==> src/rtl/ltdd_pkg.sv <==
package ltdd_pkg;

	// Action codes carried in a request word.
	localparam logic [1:0] ACT_CHECK  = 2'd0;
	localparam logic [1:0] ACT_LOCK   = 2'd1;
	localparam logic [1:0] ACT_UNLOCK = 2'd2;

	// Status codes carried in a response word.
	localparam logic [1:0] STAT_OK       = 2'd0;
	localparam logic [1:0] STAT_DEADLOCK = 2'd1;
	localparam logic [1:0] STAT_FULL     = 2'd2;

	typedef logic [1:0] action_t;
	typedef logic [1:0] status_t;

	// Sequencer states.
	typedef enum logic [2:0] {
		ST_IDLE,
		ST_FIND,
		ST_DECIDE,
		ST_EXPAND,
		ST_PICK,
		ST_LOAD,
		ST_DONE
	} state_t;

endpackage

==> src/rtl/ltdd_channels.sv <==
// Request channel: one lock action by one thread.
interface ltdd_req_if #(
	parameter int LOCK_ID_BITS   = 16,
	parameter int THREAD_ID_BITS = 8
);
	logic                      valid;
	logic                      ready;
	ltdd_pkg::action_t         action;
	logic [LOCK_ID_BITS-1:0]   lock_id;
	logic [THREAD_ID_BITS-1:0] thread_id;

	modport source (output valid, action, lock_id, thread_id, input ready);
	modport sink (input valid, action, lock_id, thread_id, output ready);
endinterface

// Response channel: one status word per request.
interface ltdd_rsp_if;
	logic              valid;
	logic              ready;
	ltdd_pkg::status_t status;

	modport source (output valid, status, input ready);
	modport sink (input valid, status, output ready);
endinterface

// Configuration channel: writes the enable register.
interface ltdd_cfg_if;
	logic valid;
	logic ready;
	logic detector_enabled;

	modport source (output valid, detector_enabled, input ready);
	modport sink (input valid, detector_enabled, output ready);
endinterface

==> src/rtl/lock_table_deadlock_detect_top.sv <==
// Channel | Modport | Word contents                        | Accepted when
// req     | sink    | action, lock_id, thread_id           | req.valid & req.ready
// rsp     | source  | status                               | rsp.valid & rsp.ready
// cfg     | sink    | detector_enabled                     | cfg.valid & cfg.ready
//
// An enabled request with a valid action takes a scan of all N = TABLE_ENTRIES entries,
// a decide and a done state; any other request goes straight to done. A check that
// starts a walk adds a scan, then per expanded owner a pick sweep of up to N entries,
// a load state, a scan and one last pick state; the entry RAM has a single read port.
// Reset clears the enable register, all entry valid bits and the response valid flag.
// A finished status waits in the response register while the next request is taken.
module lock_table_deadlock_detect_top #(
	parameter int TABLE_ENTRIES  = 16,
	parameter int THREAD_ID_BITS = 8,
	parameter int LOCK_ID_BITS   = 16
) (
	input  logic        clk,
	input  logic        arst_n,
	ltdd_req_if.sink    req,
	ltdd_rsp_if.source  rsp,
	ltdd_cfg_if.sink    cfg
);
	import ltdd_pkg::*;

	localparam int IW = $clog2(TABLE_ENTRIES);
	localparam int TW = THREAD_ID_BITS;
	localparam int LW = LOCK_ID_BITS;
	localparam int WW = LW + 2 * TW;
	localparam logic [IW-1:0] LAST_IDX = IW'(TABLE_ENTRIES - 1);

	state_t state_q, state_d;

	logic                     enabled_q;
	logic [TABLE_ENTRIES-1:0] valid_q;
	logic [TABLE_ENTRIES-1:0] visited_q;
	logic [TABLE_ENTRIES-1:0] pending_q;
	logic                     scan_run_q;
	logic                     cmp_vld_s1;
	logic                     found_q;
	logic                     free_found_q;
	logic                     rsp_valid_q;

	action_t        act_q;
	logic [LW-1:0]  lk_q;
	logic [TW-1:0]  tid_q;
	logic [IW-1:0]  scan_addr_q;
	logic [IW-1:0]  cmp_idx_s1;
	logic [IW-1:0]  ent_idx_q;
	logic [TW-1:0]  ent_owner_q;
	logic [TW-1:0]  ent_waiter_q;
	logic [IW-1:0]  free_idx_q;
	logic [TW-1:0]  target_q;
	logic [IW-1:0]  pick_q;
	status_t        status_q;
	status_t        rsp_status_q;

	logic           rd_en;
	logic [IW-1:0]  rd_addr;
	logic [WW-1:0]  rd_data;
	logic           wr_en;
	logic [IW-1:0]  wr_addr;
	logic [WW-1:0]  wr_data;

	logic [LW-1:0]  rd_lock;
	logic [TW-1:0]  rd_owner;
	logic [TW-1:0]  rd_waiter;

	logic req_take;
	logic rsp_free;
	logic scan_last;
	logic find_hit;
	logic exp_hit;
	logic exp_dead;
	logic check_go;
	logic alloc;
	logic pick_hit;
	logic load_rsp;

	// Entry words are {lock, owner, waiter}.
	ltdd_ram #(
		.WIDTH(WW),
		.DEPTH(TABLE_ENTRIES)
	) u_entries (
		.clk    (clk),
		.wr_en  (wr_en),
		.wr_addr(wr_addr),
		.wr_data(wr_data),
		.rd_en  (rd_en),
		.rd_addr(rd_addr),
		.rd_data(rd_data)
	);

	assign rd_lock   = rd_data[WW-1 -: LW];
	assign rd_owner  = rd_data[2*TW-1 -: TW];
	assign rd_waiter = rd_data[TW-1:0];

	assign req.ready = (state_q == ST_IDLE);
	assign cfg.ready = 1'b1;
	assign rsp.valid = rsp_valid_q;
	assign rsp.status = rsp_status_q;

	assign req_take = req.valid && (state_q == ST_IDLE);
	assign rsp_free = !rsp_valid_q || rsp.ready;

	// Compare stage conditions on the word read in the previous cycle.
	assign scan_last = cmp_vld_s1 && (cmp_idx_s1 == LAST_IDX);
	assign find_hit  = cmp_vld_s1 && valid_q[cmp_idx_s1] && (rd_lock == lk_q);
	assign exp_hit   = (state_q == ST_EXPAND) && cmp_vld_s1 && valid_q[cmp_idx_s1] &&
		!visited_q[cmp_idx_s1] && (rd_waiter == target_q);
	assign exp_dead  = exp_hit && (rd_owner == tid_q);
	assign check_go  = found_q && (ent_owner_q != '0) && (ent_owner_q != tid_q);
	assign alloc     = (state_q == ST_DECIDE) && (act_q == ACT_LOCK) && !found_q &&
		free_found_q;
	assign pick_hit  = (state_q == ST_PICK) && (pending_q != '0) && pending_q[pick_q];
	assign load_rsp  = (state_q == ST_DONE) && rsp_free;

	// Next-state logic.
	always_comb begin
		state_d = state_q;
		unique case (state_q)
			ST_IDLE: begin
				if (req.valid) begin
					if (enabled_q && (req.action == ACT_CHECK || req.action == ACT_LOCK ||
						req.action == ACT_UNLOCK)) begin
						state_d = ST_FIND;
					end else begin
						state_d = ST_DONE;
					end
				end
			end
			ST_FIND: begin
				if (scan_last) begin
					state_d = ST_DECIDE;
				end
			end
			ST_DECIDE: begin
				if (act_q == ACT_CHECK && check_go) begin
					state_d = ST_EXPAND;
				end else begin
					state_d = ST_DONE;
				end
			end
			ST_EXPAND: begin
				if (exp_dead) begin
					state_d = ST_DONE;
				end else if (scan_last) begin
					state_d = ST_PICK;
				end
			end
			ST_PICK: begin
				if (pending_q == '0) begin
					state_d = ST_DONE;
				end else if (pending_q[pick_q]) begin
					state_d = ST_LOAD;
				end
			end
			ST_LOAD: begin
				state_d = ST_EXPAND;
			end
			ST_DONE: begin
				if (rsp_free) begin
					state_d = ST_IDLE;
				end
			end
			default: begin
				state_d = ST_IDLE;
			end
		endcase
	end

	// RAM port control for each state.
	always_comb begin
		rd_en   = 1'b0;
		rd_addr = scan_addr_q;
		wr_en   = 1'b0;
		wr_addr = ent_idx_q;
		wr_data = {lk_q, ent_owner_q, tid_q};
		unique case (state_q)
			ST_FIND, ST_EXPAND: begin
				rd_en = scan_run_q;
			end
			ST_PICK: begin
				rd_en   = pick_hit;
				rd_addr = pick_q;
			end
			ST_DECIDE: begin
				priority if (act_q == ACT_CHECK) begin
					wr_en = check_go;
				end else if (act_q == ACT_LOCK && found_q) begin
					wr_en   = 1'b1;
					wr_data = {lk_q, tid_q, (ent_waiter_q == tid_q) ? TW'(0) : ent_waiter_q};
				end else if (act_q == ACT_LOCK) begin
					wr_en   = free_found_q;
					wr_addr = free_idx_q;
					wr_data = {lk_q, tid_q, TW'(0)};
				end else begin
					wr_en = 1'b0;
				end
			end
			default: begin
				rd_en = 1'b0;
			end
		endcase
	end

	// Control state, table valid bits and walk bookkeeping.
	always_ff @(posedge clk or negedge arst_n) begin
		if (!arst_n) begin
			state_q      <= ST_IDLE;
			enabled_q    <= 1'b0;
			valid_q      <= '0;
			visited_q    <= '0;
			pending_q    <= '0;
			scan_run_q   <= 1'b0;
			cmp_vld_s1   <= 1'b0;
			found_q      <= 1'b0;
			free_found_q <= 1'b0;
			rsp_valid_q  <= 1'b0;
		end else begin
			state_q <= state_d;
			if (cfg.valid) begin
				enabled_q <= cfg.detector_enabled;
			end

			// The scan issues addresses 0 to N-1; each compare is made in the cycle after its read.
			cmp_vld_s1 <= rd_en && (state_q != ST_PICK) && !exp_dead;
			if ((scan_run_q && rd_en && scan_addr_q == LAST_IDX) || exp_dead) begin
				scan_run_q <= 1'b0;
			end
			if (state_d == ST_FIND && state_q == ST_IDLE) begin
				scan_run_q   <= 1'b1;
				found_q      <= 1'b0;
				free_found_q <= 1'b0;
			end
			if (state_q == ST_LOAD ||
				(state_q == ST_DECIDE && state_d == ST_EXPAND)) begin
				scan_run_q <= 1'b1;
			end

			// Lookup of the lock and of the lowest free entry.
			if (state_q == ST_FIND) begin
				if (find_hit && !found_q) begin
					found_q <= 1'b1;
				end
				if (cmp_vld_s1 && !valid_q[cmp_idx_s1] && !free_found_q) begin
					free_found_q <= 1'b1;
				end
			end

			// Table update.
			if (alloc) begin
				valid_q[free_idx_q] <= 1'b1;
			end
			if (state_q == ST_DECIDE && act_q == ACT_UNLOCK && found_q) begin
				valid_q[ent_idx_q] <= 1'b0;
			end

			// Walk: mark reached entries and queue their owners for expansion.
			if (state_q == ST_DECIDE) begin
				visited_q <= '0;
				pending_q <= '0;
			end
			if (exp_hit) begin
				visited_q[cmp_idx_s1] <= 1'b1;
				if (rd_owner != '0 && !exp_dead) begin
					pending_q[cmp_idx_s1] <= 1'b1;
				end
			end
			if (pick_hit) begin
				pending_q[pick_q] <= 1'b0;
			end

			// Response register.
			if (load_rsp) begin
				rsp_valid_q <= 1'b1;
			end else if (rsp.ready) begin
				rsp_valid_q <= 1'b0;
			end
		end
	end

	// Datapath registers.
	always_ff @(posedge clk) begin
		if (req_take) begin
			act_q    <= req.action;
			lk_q     <= req.lock_id;
			tid_q    <= req.thread_id;
			status_q <= STAT_OK;
		end
		if (rd_en && state_q != ST_PICK) begin
			scan_addr_q <= scan_addr_q + IW'(1);
		end
		cmp_idx_s1 <= scan_addr_q;
		if ((state_q == ST_IDLE) || (state_q == ST_LOAD) || (state_q == ST_DECIDE)) begin
			scan_addr_q <= '0;
		end
		if (state_q == ST_FIND) begin
			if (find_hit && !found_q) begin
				ent_idx_q    <= cmp_idx_s1;
				ent_owner_q  <= rd_owner;
				ent_waiter_q <= rd_waiter;
			end
			if (cmp_vld_s1 && !valid_q[cmp_idx_s1] && !free_found_q) begin
				free_idx_q <= cmp_idx_s1;
			end
		end
		if (state_q == ST_DECIDE) begin
			target_q <= ent_owner_q;
			pick_q   <= '0;
			if (act_q == ACT_LOCK && !found_q && !free_found_q) begin
				status_q <= STAT_FULL;
			end
		end
		if (exp_dead) begin
			status_q <= STAT_DEADLOCK;
		end
		if (state_q == ST_PICK && pending_q != '0 && !pending_q[pick_q]) begin
			pick_q <= (pick_q == LAST_IDX) ? '0 : pick_q + IW'(1);
		end
		if (state_q == ST_LOAD) begin
			target_q <= rd_owner;
		end
		if (load_rsp) begin
			rsp_status_q <= status_q;
		end
	end

`ifndef ASSERT_OFF
	// An entry queued for expansion has always been reached first.
	a_pending_visited: assert property (@(posedge clk) disable iff (!arst_n)
		(pending_q & ~visited_q) == '0)
		else $error("pending entry not marked visited");

	// A new lock is only placed into an entry that was free.
	a_alloc_free: assert property (@(posedge clk) disable iff (!arst_n)
		alloc |-> !valid_q[free_idx_q])
		else $error("allocation into a valid entry");

	// Deadlock can only come out of a check request.
	a_dead_check: assert property (@(posedge clk) disable iff (!arst_n)
		(load_rsp && status_q == STAT_DEADLOCK) |-> (act_q == ACT_CHECK))
		else $error("deadlock reported for a non-check request");

	// A taken request keeps the sequencer busy in the next cycle.
	a_busy_after_take: assert property (@(posedge clk) disable iff (!arst_n)
		req_take |=> !req.ready)
		else $error("request accepted on consecutive cycles");
`endif

endmodule

==> src/rtl/ltdd_ram.sv <==
module ltdd_ram #(
	parameter int WIDTH = 32,
	parameter int DEPTH = 16
) (
	input  logic                     clk,
	input  logic                     wr_en,
	input  logic [$clog2(DEPTH)-1:0] wr_addr,
	input  logic [WIDTH-1:0]         wr_data,
	input  logic                     rd_en,
	input  logic [$clog2(DEPTH)-1:0] rd_addr,
	output logic [WIDTH-1:0]         rd_data
);

	logic [WIDTH-1:0] mem [DEPTH];

	// One write port and one registered read port.
	always_ff @(posedge clk) begin
		if (wr_en) begin
			mem[wr_addr] <= wr_data;
		end
		if (rd_en) begin
			rd_data <= mem[rd_addr];
		end
	end

endmodule
==> src/flat_wrapper.sv <==
// flat-port wrapper written by rule: the top's interface ports become plain ports
module lock_table_deadlock_detect_top_flat import ltdd_pkg::*;
#(
	parameter int TABLE_ENTRIES  = 16,
	parameter int THREAD_ID_BITS = 8,
	parameter int LOCK_ID_BITS   = 16
)
  (clk, arst_n, req_valid, req_action, req_lock_id, req_thread_id, req_ready, rsp_valid, rsp_status, rsp_ready, cfg_valid, cfg_detector_enabled, cfg_ready);
  ltdd_req_if #(.LOCK_ID_BITS(LOCK_ID_BITS), .THREAD_ID_BITS(THREAD_ID_BITS)) req_i ();
  ltdd_rsp_if rsp_i ();
  ltdd_cfg_if cfg_i ();
  input  logic clk;
  input  logic arst_n;
  input wire logic [$bits(req_i.valid)-1:0] req_valid;
  input wire logic [$bits(req_i.action)-1:0] req_action;
  input wire logic [$bits(req_i.lock_id)-1:0] req_lock_id;
  input wire logic [$bits(req_i.thread_id)-1:0] req_thread_id;
  output wire logic [$bits(req_i.ready)-1:0] req_ready;
  output wire logic [$bits(rsp_i.valid)-1:0] rsp_valid;
  output wire logic [$bits(rsp_i.status)-1:0] rsp_status;
  input wire logic [$bits(rsp_i.ready)-1:0] rsp_ready;
  input wire logic [$bits(cfg_i.valid)-1:0] cfg_valid;
  input wire logic [$bits(cfg_i.detector_enabled)-1:0] cfg_detector_enabled;
  output wire logic [$bits(cfg_i.ready)-1:0] cfg_ready;
  assign req_i.valid = req_valid;
  assign req_i.action = req_action;
  assign req_i.lock_id = req_lock_id;
  assign req_i.thread_id = req_thread_id;
  assign req_ready = req_i.ready;
  assign rsp_valid = rsp_i.valid;
  assign rsp_status = rsp_i.status;
  assign rsp_i.ready = rsp_ready;
  assign cfg_i.valid = cfg_valid;
  assign cfg_i.detector_enabled = cfg_detector_enabled;
  assign cfg_ready = cfg_i.ready;
  lock_table_deadlock_detect_top #(.TABLE_ENTRIES(TABLE_ENTRIES), .THREAD_ID_BITS(THREAD_ID_BITS), .LOCK_ID_BITS(LOCK_ID_BITS)) u_core (.clk(clk), .arst_n(arst_n), .req(req_i), .rsp(rsp_i), .cfg(cfg_i));
endmodule
==> config.mk <==
export PLATFORM = sky130hd
export DESIGN_NAME = lock_table_deadlock_detect_top_flat
export DESIGN_NICKNAME = d
export VERILOG_FILES = /design/src/rtl/ltdd_pkg.sv /design/src/rtl/ltdd_channels.sv /design/src/rtl/lock_table_deadlock_detect_top.sv /design/src/rtl/ltdd_ram.sv /design/src/flat_wrapper.sv
export SDC_FILE = /design/constraint.sdc
export NUM_CORES = 1
export LEC_CHECK = 0
export BUFFER_PORTS_ARGS = -buffer_cell sky130_fd_sc_hd__clkbuf_2
export CORE_MARGIN = 2
export CORE_UTILIZATION = 65
export DETAILED_ROUTE_END_ITERATION = 12
export PLACE_DENSITY = 0.82
export SLEW_MARGIN = 15
export SYNTH_ARGS = -nofsm -noshare
export SYNTH_HDL_FRONTEND = slang
export SYNTH_SLANG_ARGS = --single-unit
==> constraint.sdc <==
create_clock -name clk -period 6.5 [get_ports clk]
set_input_delay 0.325 -clock clk [delete_from_list [all_inputs] [get_ports clk]]
set_output_delay 0.325 -clock clk [all_outputs]
set_load 0.05 [all_outputs]
Yosys cells after proc, flatten, opt, wreduce, memory -nomap -nowiden

Memories as Yosys holds them, arrays and structs flattened. A register that Yosys moved wholly into a read port is not among the register bits.
Cells that the tools add are included.

Multiply operators: 0
$add $sub $neg: 2
Order comparisons: 8
Div/mod/pow operators: 0
Reduce and logical (&&, ||, !) cells: 67
Muxes and demuxes: 68
Shifts and indexed selects: 0
Bitwise gates (word level): 7
Equal/unequal tests: 21

Operators with widths:

| kind                                                              | number |
|---|---|
| 2-to-1 mux 16 bit                                                 | 12 |
| OR 16 bit                                                         | 3 |
| logical AND 1 bit                                                 | 39 |
| bitwise AND 16 bit                                                | 2 |
| 2-to-1 mux 4 bit                                                  | 8 |
| inverter 16 bit                                                   | 2 |
| 2-to-1 mux 3 bit                                                  | 9 |
| equality test 8 bit                                               | 3 |
| 2-to-1 mux 1 bit                                                  | 24 |
| 2-to-1 mux 8 bit                                                  | 3 |
| one-hot mux 3 bit (7 select lines)                                | 1 |
| < comparator 4 x 5 -> 1 bit, second input constant                | 4 |
| demux 1 bit (select 4 bit)                                        | 4 |
| equality test 16 bit                                              | 1 |
| greater-or-equal comparator 4 x 1 -> 1 bit, second input constant | 4 |
| logical NOT 16 bit                                                | 1 |
| nonzero test 16 bit                                               | 1 |
| nonzero test 8 bit                                                | 2 |
| binary-select mux 1 bit (select 4 bit)                            | 3 |
| equality test 4 bit, second input constant                        | 3 |
| equality test 3 x 2 -> 1 bit, second input constant               | 3 |
| equality test 3 bit, second input constant                        | 3 |
| adder 4 x 1 -> 4 bit, second input constant                       | 2 |
| != test 8 bit                                                     | 1 |
| 14 further kinds                                                  | 35 |

Memories kept: 1
Bits in writable memories: 512
Memory bits (read-only): 0
Bits of input ports: 32
Flip-flop bits (word level): 131
Latch bits: 0

Memory list:

| name                 | depth | width | rd ports | clocked after Yosys merged registers in | write ports | line           | text |
|---|---|---|---|---|---|---|---|
| u_core.u_entries.mem | 16    | 32    | 1        | 1                                       | 1           | ltdd_ram.sv:14 | `logic [WIDTH-1:0] mem [DEPTH];` |

Depth between registers and ports, before layout

Gate-level depths: netlist of run 1.

Depth after elaboration: 13
Depth in mapped cells: 9
Depth with buffers taken out: 5

Modules after synthesis

A second synthesis of run 1 with hierarchy kept.

Cells, all modules: 1406
Area, all modules: 26706.9 µm²

By module, submodules not included:

| module                         | cells an instance | area an instance (µm²) | instances |
|---|---|---|---|
| ltdd_ram                       | 838               | 20155.6                | 1 |
| lock_table_deadlock_detect_top | 568               | 6551.3                 | 1 |

Worst setup path after synthesis of run 1

Ideal clock, no wire load.

Kind: flip-flop to flip-flop
From: register u_core.state_q[1]
To: memory u_core.u_entries.mem[6][0], enable pin
Data required time: 6079 ps
Library setup time: 421 ps
Period minus slack after synthesis: 3653 ps
Cell stages (with the launch flop): 9
Slack: 2847 ps
Data arrival time: 3232 ps
Path through: dfrtp_1 buf_4 or3b_1 buf_2 or2_2 clkbuf_1 a21oi_1 o211ai_1 nor2_1

Cells in the longest elaborated chain, start to end: 4
Elaborated cells between the ends (all ways): 5
Classes of those cells: eq/ne (1); mux (4)

Ends and longest elaborated chain:

| item                                   | line                                  | text |
|---|---|---|
| from (decl)                            | lock_table_deadlock_detect_top.sv:31  | `state_t state_q, state_d;` |
| from (signal assigned)                 | lock_table_deadlock_detect_top.sv:220 | `state_q <= state_d;` |
| equality test 3 x 2 -> 1 bit (*)       | lock_table_deadlock_detect_top.sv:178 | `unique case (state_q)` |
| 2-to-1 mux 1 bit                       | lock_table_deadlock_detect_top.sv:178 |  |
| 2-to-1 mux 1 bit                       | ltdd_ram.sv:18                        | `if (wr_en) begin` |
| 2-to-1 mux 1 bit (not written as such) | ltdd_ram.sv:19                        | `mem[wr_addr] <= wr_data;` |
| to (decl)                              | ltdd_ram.sv:14                        |  |

Mark *: on every way between the ends. The rest lies on a longest branch, timed or not.

Worst setup path in the final report of run 1

From: register u_core.state_q[2]
To: register u_core.u_entries.rd_data[4] (read register of u_core.u_entries.mem) (data pin)

Cells in the longest elaborated chain, start to end: 4
Elaborated cells between the ends (all ways): 8
Classes of those cells: eq/ne (3); mux (2); reduce/logical (3)

Ends and longest elaborated chain:

| item                               | line                                                                         | text |
|---|---|---|
| equality test 3 bit                | lock_table_deadlock_detect_top.sv:114, lock_table_deadlock_detect_top.sv:178 |  |
| logical AND 1 bit (2 in a row)     | lock_table_deadlock_detect_top.sv:114                                        | `assign pick_hit = (state_q == ST_PICK) && (pending_q != '0) && pending_q[pick_q];` |
| one-hot mux 1 bit (2 select lines) | lock_table_deadlock_detect_top.sv:178                                        |  |
| to (decl)                          | ltdd_ram.sv:11                                                               | `output logic [WIDTH-1:0] rd_data` |

Parallel ways exist; a longest one is shown, timed or not.
A chain may end at the register's enable or synchronous reset.

==> impl_metrics.py, run 1 <==
metrics = {
    "sta": {
        "tightest_slew_ns": 1.19,
        "maxSlewViolCount": 0,
        "hold_viol": 0,
        "period_needed_ns": 4.11,
        "period_share_pct": 63.3,
        "setup_viol": 0,
        "tns_ns": 0,
        "setup_slack_ns": 2.39,
        "fmax_ghz": 0.243,
        "grt_setup_unrepaired": "false",
        "maxSlewHeadroom_pct": 20.5,
        "skew_ns": 0.0314,
    },
    "clock_network": {
        "clockBufferDepth": 3,
        "cts_tree": "yes",
        "clk_pin_slew_worst_paths_ns": 0.06,
        "postCtsSetupBuffers": 0,
        "clk_latency_ns": 0.61,
        "htreeDepth": 3,
        "cts_made_buffers": 66,
        "cts-root-buf": "clkbuf_16",
        "cts.sink_count": 675,
    },
    "layout": {
        "drive_gt1_share_pct": 22.6,
        "nets": 1549,
        "nFillCells": 2137,
        "multi_input_area_sq_um": 6830,
        "seqCellArea_sq_um": 19900,
        "n_antenna_cell": 0,
        "area.growth.synth_to_final_pct": 13.4,
        "final_util_pct": 74.7,
    },
    "floorplanning": {
        "dieArea_sq_um": 43000,
        "io_pins": 37,
        "start_util_pct": 65.8,
        "coreArea_sq_um": 40800,
        "die_w_um": 207,
        "die_h_um": 207,
        "row_count": 74,
    },
    "synthesis": {
        "synth_common_cells": "edfxtp_1, mux4_2, nand2_1",
        "synthTopCellsByArea": "edfxtp_1, mux4_2, dfrtp_1",
        "syn_avg_cell_area_sq_um": 18.8,
        "synthCells": 1426,
        "seq_area_frac_synth_pct": 74.0,
        "synth_seq_cells": 675,
        "syn-num-nets": 1463,
        "synth_edf_count": 608,
        "synth.top_cell.area_share_pct": 67.9,
        "ys_warn_count": 0,
        "async_flop_share_pct": 8.44,
        "ys_types": 56,
        "synth_ff_type": "edfxtp_1",
        "yosysMostFrequentCell": "edfxtp_1",
        "syn_area_sq_um": 26900,
        "synth_area_leader_cell": "edfxtp_1",
    },
    "critical_path": {
        "cp.required_ns": 6.82,
        "cp_max_fo": 52,
        "crit_path_start_kind": "flop",
        "critPathKind": "flop to flop",
        "end_kind": "flop",
        "arrival_ns": 4.44,
    },
    "power_and_ir_drop": {
        "leakage_uw": 0.0100,
        "ir_drop_mv": 0.273,
        "powerDensity_nw_per_um2": 390,
    },
    "global_route": {
        "grt_pass1_vias": 15000,
        "grt_pass1_wl_um": 97700,
        "antenna_found_initial": 2,
        "track_usage_pct": 31.1,
        "grt_overflow": 0,
        "grt_max_degree": 58,
    },
    "route": {
        "via_count": 14900,
        "routed_via_density": 7.11,
        "first_pass_iters": 6,
        "antenna_left": 0,
        "drt_iter0_drc": 1974,
        "drc": 0,
        "wirelength_um": 66500,
        "routedWlPerCell_um": 31.7,
    },
    "min_path": {
        "hold_path_class": "input port to flop",
    },
    "placed_design": {
        "dp_slack_ns": 2.45,
        "portBuffers": 35,
        "dpl.hpwl_um": 35200,
        "gp_congestion": 0.953,
    },
    "run_status": {
        "status": "finished, final reports clean",
    },
    "job": {
        "cap_violations": 0,
    },
}
==> per-layer routing <==
| metal | track usage [%] | routed length (um) |
|---|---|---|
| met1 | 40.9 | 23600 |
| met2 | 51.9 | 34100 |
| met4 | 12.0 | 2750 |
| met3 | 6.49 | 6040 |
| met5 | 0 | 12 |
==> kinds of logic (layout without fill, tap and decap cells) <==
| kind of cell | Yosys count | in the layout | share of synthesized area, % |
|---|---|---|---|
| flops | 675 | 675 | 74.0 |
| simple gates | 240 | 240 | 4.37 |
| compound gates | 199 | 199 | 5.39 |
| mux | 170 | 170 | 12.9 |
| buf+inv | 84 | 220 | 1.39 |
| xor+xnor | 52 | 52 | 1.69 |
| fa+ha+maj | 5 | 5 | 0.233 |
| other cells | 1 | 1 | 0.0140 |
==> state kept, by name, summed over array words and instances, names as in the netlist, 4 cells and up <==
name                      flops
u_core.cmp_idx_s1             4
u_core.ent_idx_q              4
u_core.ent_owner_q            8
u_core.ent_waiter_q           8
u_core.free_idx_q             4
u_core.lk_q                  16
u_core.pending_q             16
u_core.pick_q                 4
u_core.scan_addr_q            4
u_core.target_q               8
u_core.tid_q                  8
u_core.u_entries.mem        512
u_core.u_entries.rd_data     32
u_core.valid_q               16
u_core.visited_q             16
==> power by group <==
group | leakage [uW] | switching, uW | internal [uW]
Sequential | 0.00635 | 307 | 5050
Clock | 0.00106 | 1650 | 2270
Combinational | 0.00263 | 1500 | 1120
Total | 0.0100 | 3460 | 8430
==> cell usage in the layout (no fill, tap or decap), types with 5 or more instances in the layout <==
cell,instances
buf_12,14
dfrtp_1,57
nand2_1,97
a31oi_1,7
a21oi_1,31
bufinv_16,7
mux4_2,140
and2_1,6
clkinv_1,7
nor2b_1,14
ha_1,5
buf_4,11
dfxtp_1,10
nand4_1,26
nand3_1,6
o21ai_0,5
inv_1,11
clkbuf_1,18
o31ai_1,17
nand2b_1,8
dlygate4sd3_1,29
a22o_1,12
nor2_1,19
nor2_4,20
xnor2_1,28
a211oi_1,6
mux2_2,20
nor4_1,11
nor3_1,12
edfxtp_1,608
clkbuf_16,69
o211ai_1,6
mux2i_1,8
clkinv_2,7
a2111oi_0,16
clkbuf_2,35
xor2_1,24
a22oi_1,84
==> metrics by stage <==
| stage | hold slack [ns] | cell area [sq um] | total power [uW] | instances |
|---|---|---|---|---|
| after floorplan | 0.0294 | 26900 | 7170 | 1426 |
| after global placement | 0.416 | 27700 | 7870 | 1934 |
| after detailed placement | 0.423 | 27700 | 7920 | 1934 |
| after CTS | 0.0293 | 30200 | 11900 | 2081 |
| after global routing | 0.0879 | 30500 | 12200 | 2094 |
| final | 0.0535 | 30500 | 11900 | 2094 |
==> worst max-delay path: stages, from the launching register on <==
cell     delay (ns)
dfrtp_1        0.60
nor3b_2        0.89
mux2i_4        0.67
buf_12         0.42
mux4_2         0.57
a22oi_1        0.54
nand2_1        0.09
==> what timing repair did <==
action	4_1_cts	5_1_grt
hold buffers	29	0
endpoints found under the hold margin	84	0
resized for setup	0	0
==> layout make-up <==
class / instances / share of cell area, %
clock buffers: 89 / 5.98
clock inverters: 29 / 1.19
inverters: 11 / 0.135
multi-input cells: 667 / 22.4
flip-flops and latches: 675 / 65.2
well taps: 532 / 2.18
repair buffers: 91 / 2.90
==> worst paths after layout <==
check                                         from                     endpoint  cells past startpoint  slack (ns)
worst max-delay path             u_core.state_q[2]  u_core.u_entries.rd_data[4]                      6        2.39
worst min-delay path                     rsp_ready             u_core.rsp.valid                      3        0.05
worst max register to register   u_core.state_q[2]  u_core.u_entries.rd_data[4]                      6        2.39
worst min register to register  u_core.status_q[0]         u_core.rsp.status[0]                      0        0.43
max in group asynchronous                   arst_n            u_core.valid_q[4]                      3        5.55
min in group asynchronous                   arst_n            u_core.cmp_vld_s1                      3        0.44
No activity file was read; power rests on OpenSTA's default activity.
==> run 2: changes to the inputs <==
--- a/config.mk
+++ b/config.mk
@@ -7,9 +7,9 @@
 export LEC_CHECK = 0
 export BUFFER_PORTS_ARGS = -buffer_cell sky130_fd_sc_hd__clkbuf_2
 export CORE_MARGIN = 2
-export CORE_UTILIZATION = 65
+export CORE_UTILIZATION = 56
 export DETAILED_ROUTE_END_ITERATION = 12
-export PLACE_DENSITY = 0.82
+export PLACE_DENSITY = 0.75
 export SLEW_MARGIN = 15
 export SYNTH_ARGS = -nofsm -noshare
 export SYNTH_HDL_FRONTEND = slang
==> constraint.sdc (replaced) <==
create_clock -name clk -period 3.7 [get_ports clk]
set_input_delay 0.185 -clock clk [delete_from_list [all_inputs] [get_ports clk]]
set_output_delay 0.185 -clock clk [all_outputs]
set_load 0.05 [all_outputs]
==> impl_metrics.py, run 2 (synthesis results as in run 1) <==
metrics = {
    "route": {
        "met1Wirelength_um": 24500,
        "top_layer": "met4",
        "wirelength_um": 61700,
        "route.met2.wl_um": 30200,
        "routedWlPerCell_um": 27.8,
        "via_count": 14500,
        "route.met3.wl_um": 5190,
        "drt_iter0_drc": 1790,
        "antenna_left": 0,
        "drc": 0,
        "routed_via_density": 6.53,
        "first_pass_iters": 6,
    },
    "global_route": {
        "grt_pass1_vias": 14600,
        "grt_max_degree": 53,
        "antenna_found_initial": 0,
        "grt_overflow": 0,
        "track_usage_pct": 25.3,
        "grt_pass1_wl_um": 91700,
    },
    "layout": {
        "nFillCells": 3079,
        "final_cell_mix": "edfxtp_1, mux4_2, nand2_1",
        "area.growth.synth_to_final_pct": 14.8,
        "n_antenna_cell": 0,
        "reg_top3": "u_core.u_entries.mem (512), u_core.u_entries.rd_data (32)",
        "drive_gt1_share_pct": 24.3,
        "largest_register": "u_core.u_entries.mem",
        "mostFrequentLayoutCell": "edfxtp_1",
        "largest_reg_flops": 512,
        "nets": 1592,
    },
    "power_and_ir_drop": {
        "powerDensity_nw_per_um2": 679,
        "ir_drop_mv": 0.506,
        "leakage_uw": 0.0103,
    },
    "clock_network": {
        "postCtsSetupBuffers": 0,
        "clk_pin_slew_worst_paths_ns": 0.05,
        "clockBufferDepth": 3,
        "htreeDepth": 3,
        "cts_tree": "yes",
        "cts_made_buffers": 70,
        "clk_latency_ns": 0.61,
        "cts.sink_count": 675,
        "cts-root-buf": "clkbuf_16",
    },
    "sta": {
        "period_needed_ns": 3.29,
        "maxSlewHeadroom_pct": 22.8,
        "grt_setup_unrepaired": "false",
        "tightest_slew_ns": 1.15,
        "fmax_ghz": 0.304,
        "period_share_pct": 89.0,
        "whs_ns": 0.159,
        "hold_viol": 0,
        "tns_ns": 0,
        "skew_ns": 0.0270,
        "maxSlewViolCount": 0,
        "setup_viol": 0,
    },
    "floorplanning": {
        "start_util_pct": 56.5,
        "row_count": 80,
        "die_h_um": 223,
        "coreArea_sq_um": 47500,
        "die_w_um": 223,
        "io_pins": 37,
        "dieArea_sq_um": 49800,
    },
    "critical_path": {
        "crit_path_start_kind": "flop",
        "regToRegStartpoint": "u_core.state_q[2]",
        "cp.required_ns": 3.94,
        "critPathMostFrequentCell": "buf_4",
        "r2r_slack_ns": 0.41,
        "cp_max_fo": 22,
        "critPathMaxStageDelay_ns": 0.52,
        "timing.rr.end": "u_core.u_entries.mem[10][22]",
        "crit_chain": "or3b_1 > nor3_1 > buf_4 > mux2i_1 > o211ai_1 > nor2_4 > buf_4",
        "critPathKind": "flop to flop",
        "rr_worst_depth": 7,
        "slowest_stage": "dfrtp_1",
        "arrival_ns": 3.53,
        "end_kind": "flop",
    },
    "min_path": {
        "hold_path_class": "input port to flop",
        "holdPathEnd": "u_core.status_q[0]",
        "whs_path_depth": 5,
        "hold_start": "req_valid",
    },
    "placed_design": {
        "gp_congestion": 0.813,
        "portBuffers": 35,
        "dpl.hpwl_um": 34600,
    },
    "run_status": {
        "status": "finished, final reports clean",
    },
    "job": {
        "cap_violations": 0,
    },
}
[run 2: cell count changes in the layout (fill, tap and decap cells not counted), sizes merged]
cell         previous run  this run
dlygate4sd3            29        30
clkinv                 17        22
buf                    27        65
bufinv                  7         8
clkbuf                124       126
inv                    14        13
[run 2: final cells by class]
| type | instances | area (sq um) | share of cell area [%] |
|---|---|---|---|
| Clock inverter | 34 | 388 | 1.26 |
| Multi-Input combinational cell | 667 | 6810 | 22.1 |
| Tap cell | 615 | 769 | 2.49 |
| Clock buffer | 91 | 1880 | 6.10 |
| Inverter | 11 | 41.3 | 0.134 |
| Sequential cell | 675 | 19900 | 64.4 |
| Timing Repair Buffer | 130 | 1080 | 3.49 |
[run 2: how the worst max path moves through the flow]
stage                            from                           end  slack [ns]  cells after the start
floorplan           u_core.state_q[1]    u_core.u_entries.mem[6][0]        0.05                      8
CTS                 u_core.state_q[2]   u_core.u_entries.rd_data[0]        0.41                      6
detailed placement  u_core.state_q[2]  u_core.u_entries.mem[10][16]        0.44                      7
global route        u_core.state_q[2]   u_core.u_entries.rd_data[0]        0.20                      6
finish              u_core.state_q[2]  u_core.u_entries.mem[10][22]        0.41                      7
global placement    u_core.state_q[2]  u_core.u_entries.rd_data[22]        0.51                      6
[run 2: timing repair]
action                    4_1_cts  5_1_grt
gates resized for setup         0        0
hold endpoints to repair       65        0
hold buffers                   30        0
[run 2: where the power goes]
part / leakage [uW] / switching (uW) / internal (uW)
logic: 0.00281 / 2520 / 2120
clock network: 0.00110 / 2810 / 4160
registers: 0.00635 / 492 / 8870
[run 2: metal layers]
layer	global-route usage, %	vias up
met2	40.5	736
met3	4.29	124
met1	35.7	7540
li1	-	6118
met4	9.18	0
met5	0	-
[run 2: stage by stage]
step	util [%]	instance area, sq um	total power (uW)	setup slack, ns	cells
finish	64.9	30900	21000	0.408	2223
global route	64.9	30900	21700	0.199	2223
CTS	64.9	30900	21100	0.415	2223
detailed placement	59.5	28300	14100	0.439	2068
global placement	59.5	28300	14000	0.506	2068
floorplan	-	26900	12600	0.0470	1426
[run 2: worst max-delay path, delay by kind of cell, from the launching register on]
family          cells  cell delay (ns)
compound gates      1             0.46
simple gates        3             0.88
flops               1             0.52
mux                 1             0.40
buf+inv             2             0.66
